--- config.mk ---
export PLATFORM = sky130hd
export DESIGN_NAME = yuv_to_rgb16_converter_top
export DESIGN_NICKNAME = d
export VERILOG_FILES = /design/src/design/yrgb_pkg.sv /design/src/design/yrgb_pixel_pack.sv /design/src/design/yuv_to_rgb16_converter_top.sv
export VERILOG_INCLUDE_DIRS = /design/src /design/src/design
export SDC_FILE = /design/constraint.sdc
export NUM_CORES = 1
export LEC_CHECK = 0
export ABC_AREA = 1
export BUFFER_PORTS_ARGS = -buffer_cell sky130_fd_sc_hd__buf_2
export CORE_ASPECT_RATIO = 2
export CORE_UTILIZATION = 30
export CTS_CLUSTER_DIAMETER = 80
export DETAILED_ROUTE_END_ITERATION = 8
export PLACE_DENSITY = 0.47
export SETUP_SLACK_MARGIN = 0.05
export SLEW_MARGIN = 15
export SYNTH_ARGS = -nofsm -noshare
export SYNTH_HDL_FRONTEND = slang
export SYNTH_SLANG_ARGS = --single-unit
--- constraint.sdc ---
create_clock -name clk -period 5.33 [get_ports clk]
set_input_delay 0.2665 -clock clk [delete_from_list [all_inputs] [get_ports clk]]
set_output_delay 0.2665 -clock clk [all_outputs]
set_load 0.05 [all_outputs]
--- src/design/assert_macros.svh ---
// Assertion macros used by the RTL of the YUV to RGB16 converter (the converter top).
// No dependencies; the clock is clk and the reset is arst_n in every user.
`ifndef ASSERT_MACROS_SVH
`define ASSERT_MACROS_SVH

// Plain clocked check, off while reset is asserted.
`define ASSERT_CLK(label, prop, msg) \
	label: assert property (@(posedge clk) disable iff (!arst_n) prop) else $error(msg);

// Check that a condition implies a consequence in the next cycle.
`define ASSERT_NEXT(label, ante, cons, msg) \
	label: assert property (@(posedge clk) disable iff (!arst_n) (ante) |=> (cons)) \
		else $error(msg);

`endif

--- src/design/yrgb_pkg.sv ---
// Package of the YUV to RGB16 converter: coefficients, format codes,
// shared types and saturating helpers. No dependencies.
package yrgb_pkg;

	typedef enum logic {
		FMT_RGB565 = 1'b0,
		FMT_RGB555 = 1'b1
	} pix_fmt_t;

	// signed 16-bit coefficients, high half of the product is kept
	localparam logic signed [15:0] COEF_Y       = 16'sh253f;
	localparam logic signed [15:0] COEF_U_BLUE  = 16'sh4093;
	localparam logic signed [15:0] COEF_U_GREEN = 16'shf37d;
	localparam logic signed [15:0] COEF_V_RED   = 16'sh3312;
	localparam logic signed [15:0] COEF_V_GREEN = 16'she5fc;

	localparam logic [7:0] LUMA_BLACK = 8'd16;

	typedef logic signed [15:0] term_t;

	typedef struct packed {
		term_t cr;
		term_t cg;
		term_t cb;
	} chroma_terms_t;

	function automatic term_t sat_add16(input term_t a, input term_t b);
		logic signed [16:0] s;
		s = {a[15], a} + {b[15], b};
		if (s[16] != s[15]) begin
			sat_add16 = s[16] ? 16'sh8000 : 16'sh7fff;
		end else begin
			sat_add16 = s[15:0];
		end
	endfunction

	function automatic logic [7:0] clamp8(input term_t v);
		if (v[15]) begin
			clamp8 = 8'd0;
		end else if (|v[14:8]) begin
			clamp8 = 8'hff;
		end else begin
			clamp8 = v[7:0];
		end
	endfunction

endpackage

--- src/design/yrgb_pixel_pack.sv ---
// One pixel of the converter: adds luma to chroma terms, saturates,
// clamps to 8 bits and packs as 565 or 555. Depends on yrgb_pkg.
module yrgb_pixel_pack (
	input  yrgb_pkg::term_t         yt,
	input  yrgb_pkg::chroma_terms_t chroma,
	input  yrgb_pkg::pix_fmt_t      fmt,
	output logic [15:0]             pixel
);
	import yrgb_pkg::*;

	logic [7:0] r;
	logic [7:0] g;
	logic [7:0] b;

	always_comb begin
		r = clamp8(sat_add16(yt, chroma.cr));
		g = clamp8(sat_add16(yt, chroma.cg));
		b = clamp8(sat_add16(yt, chroma.cb));
	end

	always_comb begin
		case (fmt)
			FMT_RGB565: pixel = {r[7:3], g[7:2], b[7:3]};
			FMT_RGB555: pixel = {1'b0, r[7:3], g[7:3], b[7:3]};
			default:    pixel = {r[7:3], g[7:2], b[7:3]};
		endcase
	end

endmodule

--- src/design/yuv_to_rgb16_converter_top.sv ---
// YUV pair to two RGB16 pixels.
// Throughput one item (pixel pair) per clock while the output does not stall; three register stages:
// s1 multipliers, s2 green chroma sum, s3 luma sums, clamp and pack.
// A stall stops each full stage that has no empty stage ahead of it; empty stages still fill.
// arst_n clears the stage valid bits and sets pixel_format to RGB565.
// Depends on yrgb_pkg, yrgb_pixel_pack and assert_macros.svh.
module yuv_to_rgb16_converter_top (
	input  logic        clk,
	input  logic        arst_n,
	// configuration
	input  logic        cfg_wen,
	input  logic        cfg_wdata,
	// input channel
	input  logic        in_valid,
	output logic        in_stall,
	input  logic [7:0]  luma_even,
	input  logic [7:0]  luma_odd,
	input  logic [7:0]  chroma_u,
	input  logic [7:0]  chroma_v,
	input  logic        skip_even,
	input  logic        skip_odd,
	// output channel
	output logic        out_valid,
	input  logic        out_stall,
	output logic [15:0] pixel_even,
	output logic [15:0] pixel_odd,
	output logic        write_even,
	output logic        write_odd
);
	import yrgb_pkg::*;

	// high 16 bits of a signed product; operands fit in 28 bits of product
	function automatic term_t mul_high(input logic signed [11:0] a,
		input logic signed [15:0] c);
		logic signed [27:0] p;
		p = a * c;
		mul_high = {{4{p[27]}}, p[27:16]};
	endfunction

	// ---------------- configuration register ----------------
	pix_fmt_t pixel_format_q;

	always_ff @(posedge clk or negedge arst_n) begin
		if (!arst_n) begin
			pixel_format_q <= FMT_RGB565;
		end else if (cfg_wen) begin
			pixel_format_q <= pix_fmt_t'(cfg_wdata);
		end
	end

	// ---------------- stage flow control ----------------
	// A stage moves when it is empty or the next one moves.
	logic valid_s1, valid_s2, valid_s3;
	logic ready_s1, ready_s2, ready_s3;

	assign ready_s3 = !valid_s3 || !out_stall;
	assign ready_s2 = !valid_s2 || ready_s3;
	assign ready_s1 = !valid_s1 || ready_s2;
	assign in_stall = !ready_s1;

	always_ff @(posedge clk or negedge arst_n) begin
		if (!arst_n) begin
			valid_s1 <= 1'b0;
			valid_s2 <= 1'b0;
			valid_s3 <= 1'b0;
		end else begin
			if (ready_s1) valid_s1 <= in_valid;
			if (ready_s2) valid_s2 <= valid_s1;
			if (ready_s3) valid_s3 <= valid_s2;
		end
	end

	// ---------------- stage 1: scale and multiply ----------------
	// luma: max(y - 16, 0) * 8, never negative, 11 bits
	// chroma: (c - 128) * 8, signed 11 bits
	logic [7:0]         ly_even, ly_odd;
	logic signed [11:0] ys_even, ys_odd, us, vs;

	always_comb begin
		ly_even = (luma_even >= LUMA_BLACK) ? (luma_even - LUMA_BLACK) : 8'd0;
		ly_odd  = (luma_odd  >= LUMA_BLACK) ? (luma_odd  - LUMA_BLACK) : 8'd0;
		ys_even = $signed({1'b0, ly_even, 3'b000});
		ys_odd  = $signed({1'b0, ly_odd, 3'b000});
		us      = $signed({~chroma_u[7], ~chroma_u[7], chroma_u[6:0], 3'b000});
		vs      = $signed({~chroma_v[7], ~chroma_v[7], chroma_v[6:0], 3'b000});
	end

	term_t yt_even_s1, yt_odd_s1, cb_s1, cr_s1, cug_s1, cvg_s1;
	logic  write_even_s1, write_odd_s1;

	always_ff @(posedge clk) begin
		if (ready_s1) begin
			yt_even_s1    <= mul_high(ys_even, COEF_Y);
			yt_odd_s1     <= mul_high(ys_odd, COEF_Y);
			cb_s1         <= mul_high(us, COEF_U_BLUE);
			cug_s1        <= mul_high(us, COEF_U_GREEN);
			cr_s1         <= mul_high(vs, COEF_V_RED);
			cvg_s1        <= mul_high(vs, COEF_V_GREEN);
			write_even_s1 <= !skip_even;
			write_odd_s1  <= !skip_odd;
		end
	end

	// ---------------- stage 2: green chroma sum ----------------
	term_t         yt_even_s2, yt_odd_s2;
	chroma_terms_t chroma_s2;
	logic          write_even_s2, write_odd_s2;

	always_ff @(posedge clk) begin
		if (ready_s2) begin
			yt_even_s2    <= yt_even_s1;
			yt_odd_s2     <= yt_odd_s1;
			chroma_s2.cr  <= cr_s1;
			chroma_s2.cg  <= sat_add16(cug_s1, cvg_s1);
			chroma_s2.cb  <= cb_s1;
			write_even_s2 <= write_even_s1;
			write_odd_s2  <= write_odd_s1;
		end
	end

	// ---------------- stage 3: luma add, clamp, pack ----------------
	// Masked pixels still carry their converted value.
	logic [15:0] pix_even_d, pix_odd_d;

	yrgb_pixel_pack u_pack_even (
		.yt     (yt_even_s2),
		.chroma (chroma_s2),
		.fmt    (pixel_format_q),
		.pixel  (pix_even_d)
	);

	yrgb_pixel_pack u_pack_odd (
		.yt     (yt_odd_s2),
		.chroma (chroma_s2),
		.fmt    (pixel_format_q),
		.pixel  (pix_odd_d)
	);

	logic [15:0] pixel_even_s3, pixel_odd_s3;
	logic        write_even_s3, write_odd_s3;
	pix_fmt_t    fmt_s3;

	always_ff @(posedge clk) begin
		if (ready_s3) begin
			pixel_even_s3 <= pix_even_d;
			pixel_odd_s3  <= pix_odd_d;
			write_even_s3 <= write_even_s2;
			write_odd_s3  <= write_odd_s2;
			fmt_s3        <= pixel_format_q;
		end
	end

	assign out_valid  = valid_s3;
	assign pixel_even = pixel_even_s3;
	assign pixel_odd  = pixel_odd_s3;
	assign write_even = write_even_s3;
	assign write_odd  = write_odd_s3;

	// ---------------- checks ----------------
`include "assert_macros.svh"

	`ASSERT_NEXT(a_s1_hold, valid_s1 && !ready_s2, valid_s1 && $stable(cb_s1) && $stable(yt_even_s1), "stage 1 item lost under stall")
	`ASSERT_NEXT(a_s1_moves, valid_s1 && ready_s2, valid_s2, "stage 1 item did not advance")
	`ASSERT_CLK(a_555_top_bit, valid_s3 && fmt_s3 == FMT_RGB555 |-> !pixel_even_s3[15] && !pixel_odd_s3[15], "RGB555 pixel has bit 15 set")

endmodule

==> flow_summary_export.csv, run 1 <==
group,metric,value,unit
final_layout,fillerInstances,6947,
sta,finalSetupViolations,0,
final_layout,drive_above_1_share,0.0797,
floorplanning,die_x,183,µm
floorplanning,core,64700,µm²
placement,detailed_place.area,21200,µm²
route,first_pass_iters,5,
placement,io_buffers,75,
worst_setup_path,setup.worst_path.end_class,"register",
worst_setup_path,crit_end,"yt_odd_s1[6]",
floorplanning,io_pins,76,
worst_setup_path,rr_startpoint,"yt_odd_s2[6]",
sta,rsz0062_at_grt,"no",
floorplanning,die-area,66600,µm²
flow_run,cap_violations,0,
sta,final-max-slew-violation-count,0,
worst_setup_path,worst_setup_path_start_kind,"input pin",
worst_setup_path,cp.arrival,4.93,ns
cts,root_buffer,"clkbuf_16",
placement,gp_congestion,0.897,
cts,h-tree-depth,4,
cts,insertion_delay,0.45,ns
logic_synthesis,syn_nets,2906,
logic_synthesis,syn_area,19600,µm²
grt,antenna_found_initial,0,
sta,max_freq,212,MHz
grt,grt_pass1_vias,16300,
pwr,p_per_area,569,nW/µm²
placement,post-dp-hpwl,43300,µm
sta,slew_headroom,0.330,
grt,overflow,0,
final_layout,area_delta_synth_final,11.0,%
logic_synthesis,synth_fa_ha_area_frac,0.370,
logic_synthesis,yosys_warnings,0,
route,routed_wl,48700,µm
final_layout,num_antenna_cells,0,
worst_setup_path,required,5.53,ns
sta,final_hold_viol_count,0,
final_layout,nets,3009,
sta,setup_ws,0.605,ns
logic_synthesis,synth-seq-area-share,0.224,
sta,min_period_over_period,0.886,
grt,grt_use_total,0.153,
min_path,hold_depth,3,
grt,grt_pass1_wl,80200,µm
cts,cts_sinks,147,
run_status,outcome,"finished, final reports clean",
logic_synthesis,synthMuxAreaShare,0,
route,drt_iter0_drc,507,
logic_synthesis,synth_compound_area_frac,0.0740,
sta,finalClockSkew,0.0158,ns
sta,min_period,4.72,ns
route,wl_per_cell,14.5,µm
floorplanning,num_rows,132,
floorplanning,start_util,0.303,
pwr,p_total,12400,µW
logic_synthesis,synth_top_family_by_area,"adder cells",
final_layout,final_cells,3355,
placement,placedCellCount,3322,
sta,timing.setup.tns,0,ns
sta,worstMarginPinSlew,1.01,ns
worst_setup_path,critPathLaunch,"luma_odd[4]",
pwr,p_leak,0.0114,µW
cts,cts_buffers,17,
cts,cts_buffer_depth,2,
cts,path_clk_slew,0.07,ns
logic_synthesis,synthCells,2369,
worst_setup_path,crit_path_max_fanout,6,
cts,tritoncts,"done",
worst_setup_path,r2r_setup_slack,2.78,ns
pwr,vdd_drop_max,0.000186,V
logic_synthesis,syn_area_per_cell,8.29,µm²
worst_setup_path,crit_type,"input pin to register",
grt,grt_start_max_net_pins,53,
logic_synthesis,synth-simple-area-share,0.207,
route,drc_errors,0,
final_layout,fin_area,21800,µm²
worst_setup_path,rr_worst_depth,10,
route,routed_via_density,4.56,
logic_synthesis,synth-seq-cells,147,
route,ant_nets,0,
floorplanning,die_y,364,µm
route,via_count,15300,
min_path,hp-class,"input pin to register",
placement,place_ws,0.113,ns
logic_synthesis,synth.distinct_cells,49,
worst_setup_path,worst_r2r_endpoint,"pixel_odd[10]",
logic_synthesis,synthXorXnorAreaFrac,0.0335,
## timing repair
item                      CTS  global route
hold buffers                2             0
setup buffers               0             0
gates resized for setup     0             0
hold endpoints to repair    5             0
## state kept, by name, summed over array words and instances, names as in the netlist
| signal | cells |
|---|---|
| pixel_odd | 16 |
| yt_odd_s2 | 9 |
| cug_s1 | 8 |
| write_even_s1 | 1 |
| chroma_s2 | 31 |
| valid_s1 | 1 |
| pixel_even | 16 |
| write_odd | 1 |
| write_even_s2 | 1 |
| write_even | 1 |
| valid_s2 | 1 |
| cvg_s1 | 9 |
| out_valid | 1 |
| pixel_format_q | 1 |
| write_odd_s1 | 1 |
| cr_s1 | 10 |
| write_odd_s2 | 1 |
| yt_odd_s1 | 9 |
| yt_even_s2 | 9 |
| yt_even_s1 | 9 |
| cb_s1 | 11 |
## cell usage after synthesis (all sizes together)
cell / n / area [µm²]
nand2: 534 / 2080
inv: 465 / 1750
ha: 356 / 4450
nor2: 165 / 639
edfxtp: 143 / 4290
fa: 141 / 2820
nand3: 134 / 751
a21oi: 128 / 656
o21ai: 69 / 349
xor2: 43 / 377
nand4: 34 / 213
xnor2: 27 / 236
nand3b: 23 / 176
o21bai: 19 / 154
nor3: 15 / 80.1
or2: 11 / 68.8
a21o: 9 / 67.6
a31oi: 6 / 37.5
nor4: 6 / 37.5
o31ai: 6 / 45.0
buf: 4 / 28.8
clkbuf: 4 / 15.0
dfrtp: 4 / 100
a21boi: 3 / 22.5
a31o: 3 / 26.3
and2: 3 / 18.8
o211ai: 3 / 27.5
o21a: 3 / 22.5
a211oi: 2 / 15.0
a22oi: 2 / 25.0
xnor3: 2 / 45.0
and3: 1 / 6.26
o22ai: 1 / 6.26
## through the flow
stage / hold slack, ns / utilization
3_5_place_dp: 0.0820 / 0.327
3_3_place_gp: 0.0802 / 0.327
2_1_floorplan: -0.0291 / -
4_1_cts: 0.0195 / 0.337
5_1_grt: 0.0631 / 0.337
6_report: 0.0470 / 0.337
## power breakdown
part           switching [µW]  internal [µW]  total [µW]
Clock                     514            743        1260
Sequential                335           2020        2350
Combinational            5580           3210        8790
## critical path, stage by stage
cell     delay, ns
buf_2         0.10
inv_1         0.12
ha_1          0.21
inv_1         0.06
nor3_2        0.19
nand2_2       0.14
nand2_1       0.10
inv_2         0.07
ha_1          0.30
inv_1         0.06
ha_1          0.33
inv_1         0.11
fa_1          0.50
fa_1          0.51
inv_1         0.05
fa_1          0.47
ha_1          0.34
nand2_1       0.08
o21ai_0       0.24
a21oi_1       0.07
o21ai_1       0.29
nand2_1       0.15
nand3_1       0.09
nand2_1       0.06
## worst min path at each step
stage	end	slack [ns]	start
6_report	pixel_format_q	0.05	cfg_wdata
4_1_cts	pixel_format_q	0.02	cfg_wdata
3_5_place_dp	out_valid	0.08	arst_n
3_3_place_gp	out_valid	0.08	arst_n
2_1_floorplan	out_valid	-0.03	arst_n
5_1_grt	pixel_format_q	0.06	cfg_wen
## cells by family (layout without fill, tap and decap cells)
logic type	after synthesis	count (layout)
AO/OA/AOI/OAI	254	254
XOR/XNOR	72	72
adder cells (fa/ha/maj)	497	497
buffers and inverters	473	588
flip-flops	147	147
AND/OR/NAND/NOR	926	926
## final cells by class
type                    instances  area [µm²]  area share
inverters                     465        1750      0.0801
multi-input cells            1749       13500       0.617
clock buffers                  18         429      0.0197
flip-flops and latches        147        4390       0.202
clock inverters                13         174     0.00798
well taps                     871        1090      0.0500
repair buffers                 92         508      0.0233
## placed cells by master, fill, tap and decap left out, types with 62 or more instances in the layout
cell type / instances
nor2_1: 161
nand2_1: 511
fa_1: 141
nand3_1: 118
edfxtp_1: 143
a21oi_1: 124
buf_2: 75
o21ai_0: 62
inv_1: 457
ha_1: 356
## routing by layer
metal	up-vias	GRT usage	wire length [µm]
li1	7933	-	-
met1	7110	0.150	18000
met2	189	0.313	27700
met3	81	0.0121	683
met4	0	0.0745	2200
met5	-	0	0
Power figures use the tool's default switching activity.
==> run 2, diff against run 1 <==
- CORE_UTILIZATION: 30 -> 60
- PLACE_DENSITY: 0.47 -> 0.8
==> flow_summary_export.csv, run 2 (synthesis gave the netlist of run 1 again) <==
group,metric,value,unit
cts,cts_setup_buffers,0,
sta,whs,0.0268,ns
final_layout,nets,3004,
cts,h-tree-depth,4,
sta,rsz0062_at_grt,"no",
worst_setup_path,setup.worst_path.end_class,"register",
cts,cts_sinks,147,
grt,overflow,0,
final_layout,fin_area,21200,µm²
sta,setup_ws,0.323,ns
cts,cts_buffer_depth,2,
sta,final_hold_viol_count,0,
floorplanning,start_util,0.609,
cts,cts_resized,0,
sta,max_freq,200,MHz
floorplanning,die_y,258,µm
worst_setup_path,crit_path_max_fanout,6,
route,ant_nets,0,
final_layout,largest_reg_flops,31,
sta,finalSetupViolations,0,
worst_setup_path,cp.arrival,5.21,ns
grt,grt_pass1_vias,16900,
placement,post-dp-hpwl,39700,µm
final_layout,drive_above_1_share,0.0782,
final_layout,most-common-layout-cells,"nand2_1, inv_1, ha_1",
sta,slew_headroom,0.463,
route,routed_wl,45600,µm
final_layout,num_antenna_cells,0,
grt,grt_pass1_wl,75400,µm
placement,place_ws,-0.0403,ns
route,routed_via_density,5.47,
pwr,p_leak,0.0114,µW
grt,grt_use_total,0.289,
floorplanning,io_pins,76,
cts,cts_buffers,17,
sta,min_period_over_period,0.939,
route,wl_per_cell,15.7,µm
floorplanning,core,32200,µm²
worst_setup_path,crit_type,"input pin to register",
final_layout,final_common_cell,"nand2_1",
final_layout,fin_util,0.658,
final_layout,largest_register,"chroma_s2",
route,drt_iter0_drc,696,
cts,tritoncts,"done",
grt,grt_start_max_net_pins,54,
placement,detailed_place.area,20600,µm²
sta,worstMarginPinSlew,0.805,ns
placement,gp_congestion,0.965,
cts,holdBufCountCts,1,
worst_setup_path,worst_setup_path_start_kind,"input pin",
run_status,outcome,"finished, final reports clean",
min_path,hp-class,"input pin to register",
final_layout,area_delta_synth_final,7.97,%
cts,insertion_delay,0.44,ns
floorplanning,num_rows,93,
floorplanning,die-area,33500,µm²
placement,io_buffers,75,
grt,antenna_found_initial,0,
cts,root_buffer,"clkbuf_16",
route,first_pass_iters,6,
pwr,p_total,12400,µW
final_layout,fillerInstances,2712,
cts,path_clk_slew,0.07,ns
worst_setup_path,required,5.53,ns
pwr,vdd_drop_max,0.000365,V
flow_run,cap_violations,0,
sta,min_period,5.01,ns
floorplanning,die_x,130,µm
sta,finalClockSkew,0.00983,ns
sta,final-max-slew-violation-count,0,
route,drc_errors,0,
pwr,p_per_area,586,nW/µm²
route,via_count,15900,
-- run 2: changes by cell type in the layout (fill, tap and decap cells not counted) --
cell           delta
clkinvlp_4        -2
clkinv_4          +6
clkinv_1          +2
buf_4             -4
dlygate4sd3_1     -1
clkbuf_1          -1
inv_8             -1
inv_6             -3
-- run 2: through the flow --
stage / std cells / setup TNS, ns
4_1_cts: 2907 / 0
3_3_place_gp: 2874 / 0
2_1_floorplan: 2369 / 0
5_1_grt: 2907 / 0
3_5_place_dp: 2874 / -0.0714
6_report: 2907 / 0
-- run 2: report_power, final --
group	switching, µW	internal [µW]
Combinational	5650	3220
Clock	498	739
Sequential	301	2020
-- run 2: layout make-up --
cell class | instances | area [µm²] | share of cell area
repair buffers | 87 | 468 | 0.0221
inverters | 465 | 1750 | 0.0823
well taps | 427 | 534 | 0.0252
clock inverters | 15 | 181 | 0.00855
multi-input cells | 1749 | 13500 | 0.635
flip-flops and latches | 147 | 4390 | 0.207
clock buffers | 17 | 425 | 0.0201
-- run 2: final timing paths --
check	start	end	slack, ns	depth (start not counted)
setup / recovery	luma_even[4]	yt_even_s1[4]	0.32	25
hold / removal	in_valid	valid_s1	0.03	2
setup reg to reg	out_valid	cb_s1[10]	2.25	8
hold reg to reg	cb_s1[10]	chroma_s2[10]	0.41	0
max in group asynchronous	arst_n	out_valid	5.05	2
min in group asynchronous	arst_n	valid_s2	0.15	2
-- run 2: routing by layer --
metal	routed length, µm	GRT usage	vias to the layer above	share of wire
met1	15500	0.266	7432	0.34
met2	26000	0.574	354	0.57
li1	-	-	7926	-
met3	905	0.0257	176	0.020
met4	3150	0.196	0	0.069
met5	0	0	-	0
-- run 2: critical path: stages --
cell,delay (ns)
buf_2,0.11
inv_1,0.07
ha_1,0.22
inv_1,0.08
nor3_1,0.06
nand2_1,0.15
inv_1,0.09
nor2_1,0.37
inv_1,0.17
fa_1,0.56
xor2_1,0.21
ha_1,0.20
or2_2,0.30
fa_1,0.50
inv_1,0.06
fa_1,0.53
inv_1,0.04
ha_1,0.32
nand2_1,0.11
nor2_1,0.16
nand4_1,0.12
o211ai_2,0.23
nand2_1,0.11
nand3_1,0.10
nand2_1,0.06
